`config.mk`:
```
export PLATFORM = sky130hd
export DESIGN_NAME = mlc3b_cstore
export DESIGN_NICKNAME = d
export VERILOG_FILES = /design/src/sv/assert_macros.svh /design/src/sv/mlc3b_pkg.sv /design/src/sv/mlc3b_cstore.sv
export SDC_FILE = /design/constraint.sdc
export NUM_CORES = 2
export LEC_CHECK = 0
export BUFFER_PORTS_ARGS = -buffer_cell sky130_fd_sc_hd__buf_4
export CORE_AREA = 2 2 444 446
export DETAILED_ROUTE_END_ITERATION = 8
export DIE_AREA = 0 0 446 448
export PLACE_DENSITY = 0.79
export SYNTH_ARGS = -nofsm -noshare
export SYNTH_HDL_FRONTEND = slang
export SYNTH_SLANG_ARGS = --single-unit
```
`constraint.sdc`:
```
create_clock -name clk_i -period 6.9 [get_ports clk_i]
set_input_delay 1.38 -clock clk_i [delete_from_list [all_inputs] [get_ports clk_i]]
set_output_delay 1.38 -clock clk_i [all_outputs]
set_load 0.01 [all_outputs]
```
`src/sv/assert_macros.svh`:
```
// ---------------------------------------------------------------------------
// assertion macros
// shared concurrent assertion forms, clocked on clk_i, off during reset
// ---------------------------------------------------------------------------
`ifndef ASSERT_MACROS_SVH
`define ASSERT_MACROS_SVH

// same-cycle implication
`define ASSERT_IMPLIES(lbl, ante, cons) \
  lbl: assert property (@(posedge clk_i) disable iff (!rst_ni) (ante) |-> (cons)) \
    else $error("assertion failed");

// next-cycle implication
`define ASSERT_NEXT(lbl, ante, cons) \
  lbl: assert property (@(posedge clk_i) disable iff (!rst_ni) (ante) |=> (cons)) \
    else $error("assertion failed");

`endif

```
`src/sv/mlc3b_pkg.sv`:
```
// ---------------------------------------------------------------------------
// mlc3b_pkg
// types, control word bit positions and constants of the lc-3b unit
// ---------------------------------------------------------------------------
package mlc3b_pkg;

  localparam int MemWordsDef    = 32768;
  localparam int CtrlRowsDef    = 64;
  localparam int MemLatencyDef  = 5;
  localparam int NumRegsDef     = 8;
  localparam int CwW            = 50;
  localparam int WaddrW         = 15;
  localparam int CfgIdxW        = 2;

  localparam logic [5:0]  RESET_STATE   = 6'd18;
  localparam logic [5:0]  EXC_STATE     = 6'd10;
  localparam logic [15:0] PROTECT_LIMIT = 16'h3000;
  localparam logic [15:0] START_PC_RST  = 16'h3000;
  localparam logic [15:0] SSP_RST       = 16'h3000;

  localparam logic [7:0] EXC_NONE  = 8'd0;
  localparam logic [7:0] EXC_PROT  = 8'd2;
  localparam logic [7:0] EXC_ALIGN = 8'd3;
  localparam logic [7:0] EXC_OPC   = 8'd4;

  localparam logic [2:0] COND_MEM  = 3'd1;
  localparam logic [2:0] COND_BEN  = 3'd2;
  localparam logic [2:0] COND_IR11 = 3'd3;
  localparam logic [2:0] COND_INT  = 3'd4;

  localparam logic [CfgIdxW-1:0] CFG_START_PC = 2'd0;
  localparam logic [CfgIdxW-1:0] CFG_SSP      = 2'd1;

  // control word bit numbers, counted from the ird end
  localparam int B_IRD = 0,  B_COND1 = 1,  B_COND0 = 2,  B_J5 = 3;
  localparam int B_LDMAR = 9, B_LDMDR = 10, B_LDIR = 11, B_LDBEN = 12;
  localparam int B_LDREG = 13, B_LDCC = 14, B_LDPC = 15, B_GPC = 16;
  localparam int B_GMDR = 17, B_GALU = 18, B_GMARMUX = 19, B_GSHF = 20;
  localparam int B_PCMUX1 = 21, B_PCMUX0 = 22, B_DRMUX = 23, B_SR1MUX = 24;
  localparam int B_ADDR1MUX = 25, B_ADDR2MUX1 = 26, B_ADDR2MUX0 = 27;
  localparam int B_MARMUX = 28, B_ALUK1 = 29, B_ALUK0 = 30, B_MIOEN = 31;
  localparam int B_RW = 32, B_DSIZE = 33, B_LSHF1 = 34, B_LDSSP = 35;
  localparam int B_LDUSP = 36, B_LDVEC = 37, B_LDPRIV = 38, B_GSP = 39;
  localparam int B_GVEC = 40, B_GPSR = 41, B_GPC2 = 42, B_COND2 = 43;
  localparam int B_DRMUX1 = 44, B_SR1MUX1 = 45, B_SPMUX1 = 46, B_SPMUX0 = 47;
  localparam int B_VECMUX = 48, B_PSRMUX = 49;

  typedef enum logic [1:0] {
    OP_TICK = 2'd0,
    OP_WROW = 2'd1,
    OP_WMEM = 2'd2,
    OP_RMEM = 2'd3
  } op_e;

  typedef struct packed {
    logic [1:0]     operation;
    logic [14:0]    address;
    logic [CwW-1:0] load_data;
    logic           interrupt_request;
  } in_t;

  typedef struct packed {
    logic [5:0]  micro_state;
    logic [15:0] program_count;
    logic [15:0] bus_value;
    logic [15:0] instruction_word;
    logic [2:0]  condition_codes;
    logic        privilege;
    logic        halted;
    logic [15:0] read_word;
  } out_t;

  typedef struct packed {
    logic [5:0]  state;
    logic [15:0] pc;
    logic [15:0] bus;
    logic [15:0] ir;
    logic [2:0]  nzp;
    logic        priv;
    logic [15:0] mar;
  } arch_t;

  typedef struct packed {
    logic              lo;
    logic              hi;
    logic [WaddrW-1:0] addr;
    logic [15:0]       data;
  } mem_wr_t;

  typedef struct packed {
    logic               en;
    logic [CfgIdxW-1:0] idx;
    logic [15:0]        data;
  } cfg_wr_t;

  function automatic logic cbit(input logic [CwW-1:0] w, input int j);
    return w[CwW-1-j];
  endfunction

endpackage

```
`src/sv/mlc3b_cstore.sv`:
```
// ---------------------------------------------------------------------------
// mlc3b_cstore
// control store memory, read each cycle at the next microstate with bypass
// ---------------------------------------------------------------------------
module mlc3b_cstore #(
  parameter int CONTROL_ROWS = mlc3b_pkg::CtrlRowsDef
) (
  input  logic                            clk_i,
  input  logic                            wr_en_i,
  input  logic [$clog2(CONTROL_ROWS)-1:0] wr_addr_i,
  input  logic [mlc3b_pkg::CwW-1:0]       wr_data_i,
  input  logic [$clog2(CONTROL_ROWS)-1:0] rd_addr_i,
  output logic [mlc3b_pkg::CwW-1:0]       row_o
);

  logic [mlc3b_pkg::CwW-1:0] mem_q [CONTROL_ROWS];
  logic [mlc3b_pkg::CwW-1:0] row_q;

  always_ff @(posedge clk_i) begin
    if (wr_en_i) begin
      mem_q[wr_addr_i] <= wr_data_i;
    end
    if (wr_en_i && (wr_addr_i == rd_addr_i)) begin
      row_q <= wr_data_i;
    end else begin
      row_q <= mem_q[rd_addr_i];
    end
  end

  assign row_o = row_q;

endmodule

```
# --- Yosys cells after proc, flatten, opt, wreduce, memory -nomap -nowiden ---
# Memory sizes are Yosys's and may differ from the RTL's. A register that Yosys moved wholly into a read port is not among the register bits.
# Index checks and enable logic that the tools add are counted.
op_classes:
  muxes: 2
op_table:
  columns: ["op", "count"]
  rows:
  - ["two-way mux 1 bit", 2]
totals:
  output_inout_bits: 50
  n_memories: 1
  register_bits: 0
  inputBits: 64
  ramBits: 3200
mem_list:
  columns: ["memory", "words", "width", "read_ports", "rd_ports_with_merged_regs", "write_ports", "line_no", "rtl"]
  rows:
  - ["mem_q", 64, 50, 1, 1, 1, "mlc3b_cstore.sv:16", "logic [mlc3b_pkg::CwW-1:0] mem_q [CONTROL_ROWS];"]

# --- Logic depth before layout (Yosys ltp) ---
logic_depth:
  depth_word: 2
  ltp_mapped: 10

# --- Worst setup path before layout ---
# Ideal clock, no wire load.
synth_timing:
  kind: "input -> register"
  from: "input wr_addr_i[3]"
  to: "memory mem_q[48][0] (netlist name), enable pin"
  t_required_ps: 6381
  path_buffers: 1
  path_stages: 4
  setup_time_ps: 519
  t_arrival_ps: 5286
  setup_slack_ps: 1095
  cell_sequence: "clkbuf_1 nor2b_1 nand4b_1 nor3_1"
synth_lines:
  columns: ["item", "line_no", "rtl"]
  rows:
  - ["from (decl)", "mlc3b_cstore.sv:10", "input logic [$clog2(CONTROL_ROWS)-1:0] wr_addr_i,"]
  - ["to (decl)", "mlc3b_cstore.sv:16", null]
# Straight into the memory's write port.

==> results.yml <==
setup_path:
  critPathLaunchType: "flop"
  crit_type: "reg -> out"
  end_kind: "output port"
  arrival_ps: 4900
  path_max_fanout: 46
  worstPathRequired_ps: 5520
grt:
  grt_pass1_vias: 64500
  grt_pass1_wl_um: 485000
  antenna_found_initial: 14
  grt_use_total_pct: 35.1
  grt_max_degree: 144
  overflow: 0
floorplanning:
  placementRows: 162
  coreArea_sq_um: 195000
  dieArea_sq_um: 200000
  start_util_pct: 62.7
  die_y_um: 448
  io_pins: 114
  chipWidth_um: 446
yosys:
  synth_warnings: 0
  synth.distinct_cells: 45
  syn_avg_cell_area_sq_um: 22.6
  async_flop_share_pct: 0
  syn-instance-count: 5413
  ys_seq_area_share_pct: 78.8
  syn_area_sq_um: 122000
  ys_ff_latch: 3206
  synth_ff_type: "edfxtp_1"
  synth.net_count: 5477
  synth_edf_count: 3200
drt:
  drtPass1Iterations: 8
  final_antenna_net_count: 0
  routed_wirelength_um: 348000
  routedWlPerCell_um: 40.9
  via_count: 64000
  routed_via_density: 7.53
  drt_iter0_markers: 12000
  drc: 0
finish:
  register_area_sq_um: 96200
  final_cell_mix: "edfxtp_1 (3,200), mux4_2 (690), clkbuf_16 (325)"
  fillerInstances: 10600
  largest_reg_flops: 3200
  largest_register: "mem_q"
  multi_input_area_sq_um: 24800
  final_common_cell: "edfxtp_1"
  drive_gt1_share_pct: 26.6
  reg.largest.list: "mem_q: 3200 flops"
  area_delta_synth_final_pct: 12.0
  fin_nets: 5789
placed_design:
  place_ws_ps: 1800
  post-dp-hpwl_um: 175000
  gp_congestion: 0.809
  io_buffer_count: 113
sta:
  drv_slew: 0
  worst_pin_slew_ps: 1290
  finalSetupTns_ps: 0
  fin_crit_ps: 6280
  fin_ws_ps: 615
  fmax_mhz: 159
  max_slew_margin_pct: 14.1
  hold_ws_ps: 562
  period_share_pct: 91.1
  hold_viol_final: 0
  setup_viol: 0
  rsz0062_at_grt: "no"
pwr:
  finalPower_w: 0.0404
  power_leakage_nw: 42.9
  ir_worst_vdd_uv: 325
  powerDensity_nw_per_um2: 295
worst_hold_path:
  whs_path_depth: 1
  hold_class: "in -> reg"
clock_tree:
  cts_root_buf: "clkbuf_16"
  clkSinkCount: 3206
  cts_resized: 0
  cts_buffers: 320
  ctsHoldBuffers: 0
  clockBufferDepth: 4
  htree_levels: 5
  cts_setup_buffers: 0
  cts_tree: "built"
  clk_pin_slew_ps: 60
run:
  drv.max_cap_violation_count: 0
run_status:
  status: "finished clean"
==> metrics by stage <==
step                      cell area, sq um  utilization [%]  std cells
after floorplan                     122000                -       5413
after CTS                           137000             70.3       8492
final                               137000             70.3       8505
after detailed placement            127000             65.2       7945
after global placement              127000             65.2       7944
after global routing                137000             70.3       8499
==> kinds of logic (layout without fill, tap and decap cells) <==
logic type / Yosys count / in the layout / share of synthesized area, %
AND/OR/NAND/NOR: 446 / 446 / 1.76
buffers and inverters: 319 / 856 / 1.35
other: 0 / 13 / 0
flip-flops: 3206 / 3206 / 78.8
multiplexers: 1003 / 1003 / 15.4
AO/OA/AOI/OAI: 439 / 439 / 2.69
==> metal layers <==
metal | GRT usage [%] | share of wire (%) | up-vias
met2 | 54.0 | 47 | 6206
met4 | 17.5 | 5.7 | 12
li1 | - | - | 23700
met1 | 46.6 | 32 | 32900
met5 | 0 | 0.020 | -
met3 | 10.5 | 16 | 1196
==> synth_stat cells, types with 15 or more instances <==
library cell | instances | share of area, %
o22ai_1 | 126 | 0.65
nand3_1 | 98 | 0.40
nor2b_1 | 28 | 0.14
clkbuf_1 | 154 | 0.47
a211oi_1 | 32 | 0.20
and3_1 | 17 | 0.087
buf_1 | 28 | 0.086
a311o_1 | 15 | 0.12
mux2_1 | 16 | 0.15
edfxtp_1 | 3200 | 79
nand2_1 | 110 | 0.34
mux2_2 | 68 | 0.63
o21ai_1 | 15 | 0.061
a22oi_1 | 80 | 0.49
mux4_2 | 690 | 13
nand4_1 | 65 | 0.33
a221o_1 | 36 | 0.30
buf_6 | 21 | 0.19
mux2i_1 | 229 | 1.9
o211ai_1 | 15 | 0.092
nor2_1 | 98 | 0.30
a21oi_1 | 26 | 0.11
buf_2 | 72 | 0.30
buf_4 | 38 | 0.23
o22a_1 | 15 | 0.11
o221ai_1 | 55 | 0.39
==> power breakdown <==
| part | internal (W) | switching, W |
|---|---|---|
| combinational | 0.000722 | 0.00128 |
| clock | 0.00955 | 0.00719 |
| sequential | 0.0216 | 0.0000696 |
==> path summary, 6_finish.rpt <==
path | startpoint | endpoint | slack (ps)
hold / removal | rd_addr_i[4] | flop | 560
setup / recovery | flop | row_o[8] | 620
==> worst max-delay path, cell delays in order (launching register included) <==
cell      delay, ps
dfxtp_4         840
buf_4           720
or2_2          1010
o221ai_1        300
o22ai_1         410
and3_1          400
buf_4           180
==> area by class of cell <==
type | count | share of cell area (%)
Antenna cell | 13 | 0.0238
Clock buffer | 387 | 6.13
Clock inverter | 160 | 1.03
Inverter | 1 | 0.00274
Multi-Input combinational cell | 1888 | 18.1
Sequential cell | 3206 | 70.4
Tap cell | 2542 | 2.33
Timing Repair Buffer | 308 | 2.01
No activity file was read; power rests on OpenSTA's default activity.
