File: src/sv/assert_macros.svh
// ---------------------------------------------------------------------------
// assertion macros
// shared concurrent assertion forms, clocked on clk_i, off during reset
// ---------------------------------------------------------------------------
`ifndef ASSERT_MACROS_SVH
`define ASSERT_MACROS_SVH

// same-cycle implication
`define ASSERT_IMPLIES(lbl, ante, cons) \
  lbl: assert property (@(posedge clk_i) disable iff (!rst_ni) (ante) |-> (cons)) \
    else $error("assertion failed");

// next-cycle implication
`define ASSERT_NEXT(lbl, ante, cons) \
  lbl: assert property (@(posedge clk_i) disable iff (!rst_ni) (ante) |=> (cons)) \
    else $error("assertion failed");

`endif

File: src/sv/mlc3b_pkg.sv
// ---------------------------------------------------------------------------
// mlc3b_pkg
// types, control word bit positions and constants of the lc-3b unit
// ---------------------------------------------------------------------------
package mlc3b_pkg;

  localparam int MemWordsDef    = 32768;
  localparam int CtrlRowsDef    = 64;
  localparam int MemLatencyDef  = 5;
  localparam int NumRegsDef     = 8;
  localparam int CwW            = 50;
  localparam int WaddrW         = 15;
  localparam int CfgIdxW        = 2;

  localparam logic [5:0]  RESET_STATE   = 6'd18;
  localparam logic [5:0]  EXC_STATE     = 6'd10;
  localparam logic [15:0] PROTECT_LIMIT = 16'h3000;
  localparam logic [15:0] START_PC_RST  = 16'h3000;
  localparam logic [15:0] SSP_RST       = 16'h3000;

  localparam logic [7:0] EXC_NONE  = 8'd0;
  localparam logic [7:0] EXC_PROT  = 8'd2;
  localparam logic [7:0] EXC_ALIGN = 8'd3;
  localparam logic [7:0] EXC_OPC   = 8'd4;

  localparam logic [2:0] COND_MEM  = 3'd1;
  localparam logic [2:0] COND_BEN  = 3'd2;
  localparam logic [2:0] COND_IR11 = 3'd3;
  localparam logic [2:0] COND_INT  = 3'd4;

  localparam logic [CfgIdxW-1:0] CFG_START_PC = 2'd0;
  localparam logic [CfgIdxW-1:0] CFG_SSP      = 2'd1;

  // control word bit numbers, counted from the ird end
  localparam int B_IRD = 0,  B_COND1 = 1,  B_COND0 = 2,  B_J5 = 3;
  localparam int B_LDMAR = 9, B_LDMDR = 10, B_LDIR = 11, B_LDBEN = 12;
  localparam int B_LDREG = 13, B_LDCC = 14, B_LDPC = 15, B_GPC = 16;
  localparam int B_GMDR = 17, B_GALU = 18, B_GMARMUX = 19, B_GSHF = 20;
  localparam int B_PCMUX1 = 21, B_PCMUX0 = 22, B_DRMUX = 23, B_SR1MUX = 24;
  localparam int B_ADDR1MUX = 25, B_ADDR2MUX1 = 26, B_ADDR2MUX0 = 27;
  localparam int B_MARMUX = 28, B_ALUK1 = 29, B_ALUK0 = 30, B_MIOEN = 31;
  localparam int B_RW = 32, B_DSIZE = 33, B_LSHF1 = 34, B_LDSSP = 35;
  localparam int B_LDUSP = 36, B_LDVEC = 37, B_LDPRIV = 38, B_GSP = 39;
  localparam int B_GVEC = 40, B_GPSR = 41, B_GPC2 = 42, B_COND2 = 43;
  localparam int B_DRMUX1 = 44, B_SR1MUX1 = 45, B_SPMUX1 = 46, B_SPMUX0 = 47;
  localparam int B_VECMUX = 48, B_PSRMUX = 49;

  typedef enum logic [1:0] {
    OP_TICK = 2'd0,
    OP_WROW = 2'd1,
    OP_WMEM = 2'd2,
    OP_RMEM = 2'd3
  } op_e;

  typedef struct packed {
    logic [1:0]     operation;
    logic [14:0]    address;
    logic [CwW-1:0] load_data;
    logic           interrupt_request;
  } in_t;

  typedef struct packed {
    logic [5:0]  micro_state;
    logic [15:0] program_count;
    logic [15:0] bus_value;
    logic [15:0] instruction_word;
    logic [2:0]  condition_codes;
    logic        privilege;
    logic        halted;
    logic [15:0] read_word;
  } out_t;

  typedef struct packed {
    logic [5:0]  state;
    logic [15:0] pc;
    logic [15:0] bus;
    logic [15:0] ir;
    logic [2:0]  nzp;
    logic        priv;
    logic [15:0] mar;
  } arch_t;

  typedef struct packed {
    logic              lo;
    logic              hi;
    logic [WaddrW-1:0] addr;
    logic [15:0]       data;
  } mem_wr_t;

  typedef struct packed {
    logic               en;
    logic [CfgIdxW-1:0] idx;
    logic [15:0]        data;
  } cfg_wr_t;

  function automatic logic cbit(input logic [CwW-1:0] w, input int j);
    return w[CwW-1-j];
  endfunction

endpackage

File: src/sv/mlc3b_core.sv
// ---------------------------------------------------------------------------
// mlc3b_core
// datapath, memory timing, exception checks and microsequencer
// ---------------------------------------------------------------------------
`include "assert_macros.svh"

module mlc3b_core #(
  parameter int MEM_LATENCY = mlc3b_pkg::MemLatencyDef,
  parameter int NUM_REGS    = mlc3b_pkg::NumRegsDef
) (
  input  logic                        clk_i,
  input  logic                        rst_ni,
  input  logic                        tick_i,
  input  logic                        irq_i,
  input  mlc3b_pkg::cfg_wr_t          cfg_i,
  input  logic [mlc3b_pkg::CwW-1:0]   row_i,
  input  logic [15:0]                 mem_data_i,
  output mlc3b_pkg::mem_wr_t          mem_wr_o,
  output mlc3b_pkg::arch_t            arch_o
);

  logic [15:0] gpr_q [NUM_REGS];
  logic [15:0] pc_q, ir_q, mar_q, mdr_q, usp_q, ssp_q, bus_q, latch_q;
  logic [7:0]  vec_q, exc_q;
  logic [2:0]  nzp_q, cnt_q;
  logic        priv_q, ben_q, rdy_q, pend_q;
  logic [5:0]  state_q;

  logic        run;
  logic [2:0]  cnt_n;
  logic        rdy_n;
  logic [15:0] latch_n;
  logic [2:0]  sr1, dr;
  logic [15:0] src1, src2, alu, shf, a1, a2, adder, marmux, sp, mdrv, bus;
  logic [15:0] vals [9];
  logic [8:0]  gates;
  logic [7:0]  exc;
  logic [5:0]  nxt, jf;
  logic [2:0]  cond;
  logic        pend_n;

  assign run = tick_i && (pc_q != 16'd0);

  // memory timing
  always_comb begin
    cnt_n = mlc3b_pkg::cbit(row_i, mlc3b_pkg::B_MIOEN) ?
            ((cnt_q != 3'd7) ? cnt_q + 3'd1 : 3'd7) : 3'd0;
    rdy_n = rdy_q;
    if (cnt_n == 3'(MEM_LATENCY - 1)) begin
      rdy_n = 1'b1;
    end
    if (rdy_q) begin
      cnt_n = 3'd0;
      rdy_n = 1'b0;
    end
    latch_n = latch_q;
    if (rdy_q && !mlc3b_pkg::cbit(row_i, mlc3b_pkg::B_RW)) begin
      latch_n = mem_data_i;
    end
  end

  always_comb begin
    mem_wr_o.addr = mar_q[15:1];
    mem_wr_o.data = mdr_q;
    mem_wr_o.lo   = run && rdy_q && mlc3b_pkg::cbit(row_i, mlc3b_pkg::B_RW) &&
                    (mlc3b_pkg::cbit(row_i, mlc3b_pkg::B_DSIZE) || !mar_q[0]);
    mem_wr_o.hi   = run && rdy_q && mlc3b_pkg::cbit(row_i, mlc3b_pkg::B_RW) &&
                    (mlc3b_pkg::cbit(row_i, mlc3b_pkg::B_DSIZE) || mar_q[0]);
  end

  // bus sources
  always_comb begin
    sr1 = mlc3b_pkg::cbit(row_i, mlc3b_pkg::B_SR1MUX) ? ir_q[8:6] : ir_q[11:9];
    if (mlc3b_pkg::cbit(row_i, mlc3b_pkg::B_SR1MUX1)) begin
      sr1 = 3'd6;
    end
    src1 = gpr_q[sr1];
    src2 = ir_q[5] ? {{11{ir_q[4]}}, ir_q[4:0]} : gpr_q[ir_q[2:0]];
    case ({mlc3b_pkg::cbit(row_i, mlc3b_pkg::B_ALUK1),
           mlc3b_pkg::cbit(row_i, mlc3b_pkg::B_ALUK0)})
      2'd0:    alu = src1 + src2;
      2'd1:    alu = src1 & src2;
      2'd2:    alu = src1 ^ src2;
      default: alu = src1;
    endcase
    if (ir_q[4]) begin
      shf = ir_q[5] ? 16'($signed(src1) >>> ir_q[3:0]) : (src1 >> ir_q[3:0]);
    end else begin
      shf = src1 << ir_q[3:0];
    end
    a1 = mlc3b_pkg::cbit(row_i, mlc3b_pkg::B_ADDR1MUX) ? src1 : pc_q;
    case ({mlc3b_pkg::cbit(row_i, mlc3b_pkg::B_ADDR2MUX1),
           mlc3b_pkg::cbit(row_i, mlc3b_pkg::B_ADDR2MUX0)})
      2'd1:    a2 = {{10{ir_q[5]}}, ir_q[5:0]};
      2'd2:    a2 = {{7{ir_q[8]}}, ir_q[8:0]};
      2'd3:    a2 = {{5{ir_q[10]}}, ir_q[10:0]};
      default: a2 = 16'd0;
    endcase
    if (mlc3b_pkg::cbit(row_i, mlc3b_pkg::B_LSHF1)) begin
      a2 = {a2[14:0], 1'b0};
    end
    adder  = a1 + a2;
    marmux = mlc3b_pkg::cbit(row_i, mlc3b_pkg::B_MARMUX) ? adder
                                                         : {7'd0, ir_q[7:0], 1'b0};
    case ({mlc3b_pkg::cbit(row_i, mlc3b_pkg::B_SPMUX1),
           mlc3b_pkg::cbit(row_i, mlc3b_pkg::B_SPMUX0)})
      2'd0:    sp = usp_q;
      2'd1:    sp = ssp_q;
      2'd2:    sp = src1 + 16'd2;
      default: sp = src1 - 16'd2;
    endcase
    if (mlc3b_pkg::cbit(row_i, mlc3b_pkg::B_DSIZE)) begin
      mdrv = mdr_q;
    end else if (mar_q[0]) begin
      mdrv = {{8{mdr_q[15]}}, mdr_q[15:8]};
    end else begin
      mdrv = {{8{mdr_q[7]}}, mdr_q[7:0]};
    end
  end

  // single bus, several drivers keep the old value
  always_comb begin
    vals[0] = pc_q;
    vals[1] = marmux;
    vals[2] = shf;
    vals[3] = mdrv;
    vals[4] = alu;
    vals[5] = sp;
    vals[6] = {7'd1, vec_q, 1'b0};
    vals[7] = {priv_q, 12'd0, nzp_q};
    vals[8] = pc_q - 16'd2;
    gates = {mlc3b_pkg::cbit(row_i, mlc3b_pkg::B_GPC2),
             mlc3b_pkg::cbit(row_i, mlc3b_pkg::B_GPSR),
             mlc3b_pkg::cbit(row_i, mlc3b_pkg::B_GVEC),
             mlc3b_pkg::cbit(row_i, mlc3b_pkg::B_GSP),
             mlc3b_pkg::cbit(row_i, mlc3b_pkg::B_GALU),
             mlc3b_pkg::cbit(row_i, mlc3b_pkg::B_GMDR),
             mlc3b_pkg::cbit(row_i, mlc3b_pkg::B_GSHF),
             mlc3b_pkg::cbit(row_i, mlc3b_pkg::B_GMARMUX),
             mlc3b_pkg::cbit(row_i, mlc3b_pkg::B_GPC)};
    bus = 16'd0;
    for (int k = 0; k < 9; k++) begin
      if (gates[k]) begin
        bus = bus | vals[k];
      end
    end
    if (!$onehot0(gates)) begin
      bus = bus_q;
    end
  end

  // exception checks and next microstate
  always_comb begin
    exc = mlc3b_pkg::EXC_NONE;
    if ((ir_q[15:12] != 4'hF) && priv_q && mlc3b_pkg::cbit(row_i, mlc3b_pkg::B_LDMAR) &&
        (bus < mlc3b_pkg::PROTECT_LIMIT)) begin
      exc = mlc3b_pkg::EXC_PROT;
    end else if (mlc3b_pkg::cbit(row_i, mlc3b_pkg::B_DSIZE) &&
                 mlc3b_pkg::cbit(row_i, mlc3b_pkg::B_LDMAR) && bus[0] && priv_q) begin
      exc = mlc3b_pkg::EXC_ALIGN;
    end else if (mlc3b_pkg::cbit(row_i, mlc3b_pkg::B_IRD) && (ir_q[15:13] == 3'b101)) begin
      exc = mlc3b_pkg::EXC_OPC;
    end
    jf   = row_i[mlc3b_pkg::CwW-1-mlc3b_pkg::B_J5 -: 6];
    cond = {mlc3b_pkg::cbit(row_i, mlc3b_pkg::B_COND2),
            mlc3b_pkg::cbit(row_i, mlc3b_pkg::B_COND1),
            mlc3b_pkg::cbit(row_i, mlc3b_pkg::B_COND0)};
    pend_n = pend_q | irq_i;
    if (exc != mlc3b_pkg::EXC_NONE) begin
      nxt = mlc3b_pkg::EXC_STATE;
    end else if (mlc3b_pkg::cbit(row_i, mlc3b_pkg::B_IRD)) begin
      nxt = {2'b00, ir_q[15:12]};
    end else begin
      case (cond)
        mlc3b_pkg::COND_MEM:  nxt = jf | {4'd0, rdy_q, 1'b0};
        mlc3b_pkg::COND_BEN:  nxt = jf | {3'd0, ben_q, 2'd0};
        mlc3b_pkg::COND_IR11: nxt = jf | {5'd0, ir_q[11]};
        mlc3b_pkg::COND_INT: begin
          nxt    = jf | {2'd0, pend_n, 3'd0};
          pend_n = 1'b0;
        end
        default:              nxt = jf;
      endcase
    end
    dr = mlc3b_pkg::cbit(row_i, mlc3b_pkg::B_DRMUX) ? 3'd7 : ir_q[11:9];
    if (mlc3b_pkg::cbit(row_i, mlc3b_pkg::B_DRMUX1)) begin
      dr = 3'd6;
    end
  end

  always_ff @(posedge clk_i or negedge rst_ni) begin
    if (!rst_ni) begin
      for (int i = 0; i < NUM_REGS; i++) begin
        gpr_q[i] <= 16'd0;
      end
      pc_q    <= mlc3b_pkg::START_PC_RST;
      ssp_q   <= mlc3b_pkg::SSP_RST;
      ir_q    <= 16'd0;
      mar_q   <= 16'd0;
      mdr_q   <= 16'd0;
      usp_q   <= 16'd0;
      bus_q   <= 16'd0;
      latch_q <= 16'd0;
      vec_q   <= 8'd0;
      exc_q   <= 8'd0;
      nzp_q   <= 3'b010;
      cnt_q   <= 3'd0;
      priv_q  <= 1'b1;
      ben_q   <= 1'b0;
      rdy_q   <= 1'b0;
      pend_q  <= 1'b0;
      state_q <= mlc3b_pkg::RESET_STATE;
    end else if (cfg_i.en) begin
      if (cfg_i.idx == mlc3b_pkg::CFG_START_PC) begin
        pc_q <= cfg_i.data;
      end else if (cfg_i.idx == mlc3b_pkg::CFG_SSP) begin
        ssp_q <= cfg_i.data;
      end
    end else if (run) begin
      cnt_q   <= cnt_n;
      rdy_q   <= rdy_n;
      latch_q <= latch_n;
      pend_q  <= pend_n;
      if (mlc3b_pkg::cbit(row_i, mlc3b_pkg::B_LDBEN)) begin
        ben_q <= (nzp_q[2] & ir_q[11]) | (nzp_q[1] & ir_q[10]) | (nzp_q[0] & ir_q[9]);
      end
      if (mlc3b_pkg::cbit(row_i, mlc3b_pkg::B_LDMDR)) begin
        if (mlc3b_pkg::cbit(row_i, mlc3b_pkg::B_MIOEN)) begin
          mdr_q <= latch_n;
        end else if (mar_q[0]) begin
          mdr_q <= {bus[7:0], bus[7:0]};
        end else begin
          mdr_q <= bus;
        end
      end
      if (mlc3b_pkg::cbit(row_i, mlc3b_pkg::B_LDMAR)) begin
        mar_q <= bus;
      end
      if (mlc3b_pkg::cbit(row_i, mlc3b_pkg::B_LDCC)) begin
        if (mlc3b_pkg::cbit(row_i, mlc3b_pkg::B_PSRMUX)) begin
          nzp_q <= bus[2:0];
        end else if (bus == 16'd0) begin
          nzp_q <= 3'b010;
        end else begin
          nzp_q <= bus[15] ? 3'b100 : 3'b001;
        end
      end
      if (mlc3b_pkg::cbit(row_i, mlc3b_pkg::B_LDPC)) begin
        case ({mlc3b_pkg::cbit(row_i, mlc3b_pkg::B_PCMUX1),
               mlc3b_pkg::cbit(row_i, mlc3b_pkg::B_PCMUX0)})
          2'd0:    pc_q <= pc_q + 16'd2;
          2'd1:    pc_q <= bus;
          2'd2:    pc_q <= adder;
          default: pc_q <= pc_q;
        endcase
      end
      if (mlc3b_pkg::cbit(row_i, mlc3b_pkg::B_LDREG)) begin
        gpr_q[dr] <= bus;
      end
      if (mlc3b_pkg::cbit(row_i, mlc3b_pkg::B_LDPRIV)) begin
        priv_q <= mlc3b_pkg::cbit(row_i, mlc3b_pkg::B_PSRMUX) ? bus[15] : 1'b0;
      end
      if (mlc3b_pkg::cbit(row_i, mlc3b_pkg::B_LDVEC)) begin
        vec_q <= mlc3b_pkg::cbit(row_i, mlc3b_pkg::B_VECMUX) ? exc_q : 8'd1;
      end
      if (mlc3b_pkg::cbit(row_i, mlc3b_pkg::B_LDUSP)) begin
        usp_q <= src1;
      end
      if (mlc3b_pkg::cbit(row_i, mlc3b_pkg::B_LDSSP)) begin
        ssp_q <= src1;
      end
      if (mlc3b_pkg::cbit(row_i, mlc3b_pkg::B_LDIR)) begin
        ir_q <= bus;
      end
      if (exc != mlc3b_pkg::EXC_NONE) begin
        exc_q <= exc;
      end
      bus_q   <= bus;
      state_q <= nxt;
    end
  end

  // architectural view after this cycle, for the next row and word fetch
  always_comb begin
    arch_o.state = run ? nxt : state_q;
    arch_o.pc    = pc_q;
    arch_o.bus   = run ? bus : bus_q;
    arch_o.ir    = ir_q;
    arch_o.nzp   = nzp_q;
    arch_o.priv  = priv_q;
    arch_o.mar   = mar_q;
    if (cfg_i.en && (cfg_i.idx == mlc3b_pkg::CFG_START_PC)) begin
      arch_o.pc = cfg_i.data;
    end
    if (run) begin
      if (mlc3b_pkg::cbit(row_i, mlc3b_pkg::B_LDMAR)) begin
        arch_o.mar = bus;
      end
      if (mlc3b_pkg::cbit(row_i, mlc3b_pkg::B_LDIR)) begin
        arch_o.ir = bus;
      end
      if (mlc3b_pkg::cbit(row_i, mlc3b_pkg::B_LDPRIV)) begin
        arch_o.priv = mlc3b_pkg::cbit(row_i, mlc3b_pkg::B_PSRMUX) ? bus[15] : 1'b0;
      end
      if (mlc3b_pkg::cbit(row_i, mlc3b_pkg::B_LDCC)) begin
        if (mlc3b_pkg::cbit(row_i, mlc3b_pkg::B_PSRMUX)) begin
          arch_o.nzp = bus[2:0];
        end else if (bus == 16'd0) begin
          arch_o.nzp = 3'b010;
        end else begin
          arch_o.nzp = bus[15] ? 3'b100 : 3'b001;
        end
      end
      if (mlc3b_pkg::cbit(row_i, mlc3b_pkg::B_LDPC)) begin
        case ({mlc3b_pkg::cbit(row_i, mlc3b_pkg::B_PCMUX1),
               mlc3b_pkg::cbit(row_i, mlc3b_pkg::B_PCMUX0)})
          2'd0:    arch_o.pc = pc_q + 16'd2;
          2'd1:    arch_o.pc = bus;
          2'd2:    arch_o.pc = adder;
          default: arch_o.pc = pc_q;
        endcase
      end
    end
  end

  `ASSERT_NEXT(a_state_hold, !run, $stable(state_q))
  `ASSERT_NEXT(a_exc_state, run && (exc != mlc3b_pkg::EXC_NONE),
               state_q == mlc3b_pkg::EXC_STATE)
  `ASSERT_NEXT(a_ready_pulse, run && rdy_q, !rdy_q && (cnt_q == 3'd0))

endmodule

File: config.mk
export PLATFORM = sky130hd
export DESIGN_NAME = mlc3b_core
export DESIGN_NICKNAME = d
export VERILOG_FILES = /design/src/sv/mlc3b_pkg.sv /design/src/sv/mlc3b_core.sv
export VERILOG_INCLUDE_DIRS = /design/src /design/src/sv
export SDC_FILE = /design/constraint.sdc
export NUM_CORES = 1
export LEC_CHECK = 0
export BUFFER_PORTS_ARGS = -buffer_cell sky130_fd_sc_hd__buf_4
export CORE_MARGIN = 2
export CORE_UTILIZATION = 60
export CTS_BUF_LIST = sky130_fd_sc_hd__clkbuf_8 sky130_fd_sc_hd__clkbuf_16
export CTS_CLUSTER_SIZE = 25
export DETAILED_ROUTE_END_ITERATION = 8
export PLACE_DENSITY = 0.8
export SKIP_CTS_REPAIR_TIMING = 1
export SYNTH_ARGS = -nofsm -noshare
export SYNTH_HDL_FRONTEND = slang
export SYNTH_SLANG_ARGS = --single-unit
File: constraint.sdc
create_clock -name clk_i -period 9 [get_ports clk_i]
set_input_delay 0.45 -clock clk_i [delete_from_list [all_inputs] [get_ports clk_i]]
set_output_delay 0.45 -clock clk_i [all_outputs]
set_load 0.005 [all_outputs]
### Yosys cells after proc, flatten, opt, wreduce, memory -nomap -nowiden

Cells that the tools add are included.

* bits in registers: 288
* bits of input ports: 89
* output and inout port bits: 107
* word-level logic and storage cells: 208

* add/subtract/negate cells: 15
* magnitude comparators: 6
* eq/ne operators: 21
* shift operators: 3
* mux-type cells: 76
* bitwise logic cells: 24
* reduce and logical (&&, ||, !) cells: 38

Operators by type and width (count)
* 2-to-1 mux 16 bit: 41
* one-hot mux 16 bit (3 select lines): 4
* bitwise mux 128 bit: 1
* bitwise OR 16 bit: 7
* binary-select mux 16 bit (select 3 bit): 2
* demux 16 bit (select 3 bit): 1
* 2-to-1 mux 3 bit: 14
* 2-to-1 mux 36 bit: 1
* adder 16 bit: 2
* adder 16 x 2 -> 16 bit, second input constant: 2
* subtractor 16 x 2 -> 16 bit, second input constant: 2
* one-hot mux 6 bit (4 select lines): 1
* AND reduction 3 bit: 7
* 2-to-1 mux 6 bit: 3
* AND 16 bit: 1
* logical NOT 16 bit: 1
* less-than comparator 16 x 14 -> 1 bit, second input constant: 1
* bitwise OR 16 x 10 -> 16 bit: 1
* nonzero test 16 bit: 1
* left shift 16 x 4 -> 16 bit: 1
* >> shifter 16 x 4 -> 16 bit: 1
* >>> shifter 16 x 4 -> 16 bit: 1
* bitwise XOR 16 bit: 1
* logical AND 1 bit: 15
* 34 further kinds: 71

### Logic depth before layout (Yosys ltp)

* depth in word-level cells: 33
* depth in mapped cells: 25
* depth with buffers taken out: 19

### Least setup slack after synthesis

No wires, ideal clock.

* path kind: reg2out
* start point: reg ir_q[0]
* end point: out arch_o[69] (netlist name)
* arrival: 6255 ps
* required time: 8550 ps
* path slack: 2295 ps
* cell stages (with the launch flop): 24
* buffers on the path: 7
* cell sequence: dfrtp_1 clkbuf_1 buf_1 buf_1 clkbuf_1 buf_1 buf_1 mux4_2 o21ai_0 nand2_1 fa_1 a21o_1 and4b_1 o21ai_0 a21oi_1 or4_1 nand3_1 a21oi_1 a221oi_2 o2111ai_1 nor3_2 o21bai_4 buf_6 o22a_1

RTL lines
* start, declared: line mlc3b_core.sv:23 `logic [15:0] pc_q, ir_q, mar_q, mdr_q, usp_q, ssp_q, bus_q, latch_q;`
* start signal, assigned: line mlc3b_core.sv:273 `ir_q <= bus;`
* end, declared: line mlc3b_core.sv:19 `output mlc3b_pkg::arch_t arch_o`

==> results by group <==
Yosys
  • Count leader, synth: nand2_1
  • Netlist Area Pre-Place: 22330 um2
  • Synth top area cells: dfrtp_1 (30%), o21ai_0 (8.5%), nand2_1 (8.4%), mux4_2 (4.7%), mux2_2 (4.0%)
  • Syn nets: 2927
  • Synth Instances: 2781
  • Share of synthesized registers carrying an async set or reset: 100.0%
  • Top cells by instance count after synthesis: nand2_1 (497), o21ai_0 (378), dfrtp_1 (270)
  • Post-synthesis sequential area ratio: 31.19%
  • Post-synth top area cell: dfrtp_1
  • #FFs+latches synth: 278
  • Yosys warning count: 0
  • Number of flops mapped to enable cells by yosys: 0
  • Most used DFF post-synth: dfrtp_1
  • Avg Cell Area, Syn: 8.031 um2
  • Synth cell types: 97
  • Synth top area share: 30.25%

CTS
  • Clock-pin slew of the registers on the worst-case setup and hold paths: 0.07 ns
  • Root Buffer: clkbuf_16
  • H-Tree Depth: 1
  • Clock latency on the worst-skew pair: 0.60 ns
  • CTS buffer count: 29
  • Maximum clock path buffer count: 3
  • CTS tree: built
  • Sink Count: 278

Job
  • Count of maximum capacitance violations: 0

Routing
  • Starting DRT DRC Count: 4168
  • Final wirelength: 102800 um
  • Via count: 25070
  • Residual DRC: 13
  • WL/cell: 31.06 um
  • Drt pass-1 iters: 9
  • Number of nets with antenna violations after routing: 0
  • Vias per cell: 7.572

STA
  • Final Cycle Share: 94.80%
  • Worst Max-Slew Pin Slew: 1.266 ns
  • Fmax: 117.2 MHz
  • RSZ-0062 raised after global routing: no
  • Slew margin rel.: 15.58%
  • Hold WS: 0.04421 ns
  • Final Critical Period: 8.532 ns
  • Final setup violating endpoints: 0
  • Final Hold Viols: 0
  • Slew Limit Fails: 0
  • Clock Skew: 0.01958 ns
  • Setup Total Neg Slack: 0 ns

Power and ir drop
  • VDD IR max: 0.0002805 V
  • Pleak: 10.82 nW
  • PwrDens: 417.8 nW/um2

Floorplanning
  • Die Footprint: 38780 um2
  • Core Footprint: 36610 um2
  • I/O pins: 196
  • Die W: 196.9 um
  • Starting Density: 61.00%
  • Die Span Y: 196.9 um
  • Row count: 70

Layout
  • Register Area: 6972 um2
  • Ant. Diodes: 0
  • Filler cell count: 2724
  • Area grow syn2layout: 11.98%
  • Share of layout cells above drive strength 1: 17.80%
  • Area of the multi-input gates: 14110 um2
  • Fin nets: 2966

Run status
  • Violated checks: design-rule violations
  • Outcome: finished, violations left

GRT
  • Remaining global-route overflow: 0
  • Largest net degree at the start of global routing: 141
  • Vias in the first global route: 23940
  • First-pass GRT wire length: 150900 um
  • Initial antenna violation count: 6
  • GR Util All Layers: 52.31%

Placed design
  • Port bufs: 195
  • Placer Congestion: 1.090
  • Post-DP HPWL: 72210 um

Setup path
  • Cell Chain, Critical Path: mux2_4, nor2_2, mux4_2, mux2i_2, inv_2, ha_1, o21ai_0, o211ai_1, nand4_1, o211ai_1, mux2_2, o21ai_0, o211ai_1, o32ai_2, a21oi_1, o21ai_0, mux2i_1, buf_4
  • Max FO, Critical Path: 53
  • Crit path DAT: 8.08 ns
  • CP top delay family: compound AO/OA/AOI/OAI gates
  • Crit start category: flop
  • Required @ worst endpoint: 8.55 ns
  • CP Capture Type: primary output
  • Crit path kind: flop to primary output
  • CP max stage delay: 0.84 ns
  • Crit-path slowest cell: nor2_2
  • Buffers plus inverters on the worst setup path: 2

Worst hold path
  • Hold Path Class: input port to flop
[cell type report]
type | instances | area share [%]
clock buffer | 34 | 3.177
clock inverter | 20 | 1.276
inverter | 65 | 0.9756
multi-input combinational | 2186 | 56.44
sequential | 278 | 27.88
tap | 468 | 2.341
timing repair buffer | 260 | 7.915
[sequential cells by signal, summed over array words and instances, names as in the netlist, 6 cells and up]
register	count
mdr_q	16
state_q	6
ir_q	16
pc_q	16
gpr_q	128
ssp_q	16
mar_q	16
usp_q	16
bus_q	16
latch_q	16
[per-stage QoR]
step / cell area, um2 / total power [W] / setup slack, ns / std cells / util (%)
finish: 25010 / 0.01045 / 0.4681 / 3311 / 68.31
global route: 25010 / 0.01069 / 0.5872 / 3311 / 68.31
CTS: 24990 / 0.009964 / 1.028 / 3310 / 68.27
detailed placement: 23880 / 0.008510 / 1.268 / 3256 / 65.23
global placement: 23880 / 0.008381 / 1.440 / 3256 / 65.23
floorplan: 22330 / 0.005863 / 2.295 / 2781 / -
[layer usage]
layer | wire (um) | up-vias | part of all wire [%] | global-route usage, %
li1 | - | 10270 | - | -
met1 | 34410 | 11730 | 33 | 63.66
met2 | 42350 | 2397 | 41 | 76.55
met3 | 17230 | 666 | 17 | 21.73
met4 | 8766 | 12 | 8.5 | 33.67
met5 | 76 | - | 0.074 | 0
[kinds of logic (layout without fill, tap and decap cells)]
family / Yosys count / count (layout) / synth area share, %
compound gates: 970 / 970 / 27.57
simple gates: 926 / 926 / 18.18
buf+inv: 317 / 379 / 5.938
flops: 278 / 278 / 31.19
mux: 200 / 200 / 12.36
fa+ha+maj: 57 / 57 / 3.462
xor+xnor: 33 / 33 / 1.294
[report_power, final]
group / switching [W] / total, W / internal (W) / leakage [nW]
clock network: 0.000552 / 0.00141 / 0.000861 / 0.554
registers: 0.000714 / 0.00241 / 0.00170 / 3.58
logic: 0.00437 / 0.00662 / 0.00225 / 6.69
total: 0.00564 / 0.0104 / 0.00481 / 10.8
[cell usage in the layout (no fill, tap or decap), types with 32 or more instances in the layout]
cell type and instances:
a31oi_1 32, dfrtp_1 268, nor2_1 175, inv_1 57, nand3_1 61, a211oi_1 56
nand2_1 497, mux2_2 79, nor3_1 37, nor2b_1 32, mux4_2 47, o21ai_0 378
buf_4 257, a22oi_1 34, ha_1 49, mux2i_1 67, a21oi_1 176
[worst register-to-register path: cells and delay by family, from the launching register on]
| kind | cells | cell delay (ns) |
|---|---|---|
| muxes | 4 | 2.11 |
| adders and majority gates | 1 | 0.39 |
| and+or+nand+nor | 2 | 0.98 |
| DFF | 1 | 0.63 |
| buffers and inverters | 1 | 0.17 |
| AOI/OAI and AO/OA | 10 | 3.16 |
[worst paths after layout]
kind	cells after the start	slack, ns	startpoint	endpoint
worst max-delay path	18	0.47	ir_q[10]	arch_o[63]
worst min-delay path	2	0.04	row_i[37]	ben_q
worst max register to register	18	1.45	ir_q[10]	pc_q[11]
worst min register to register	2	0.48	state_q[4]	state_q[4]
max in group asynchronous	2	7.51	rst_ni	ir_q[0]
min in group asynchronous	1	0.06	rst_ni	gpr_q[98]
Power figures use the tool's default switching activity.
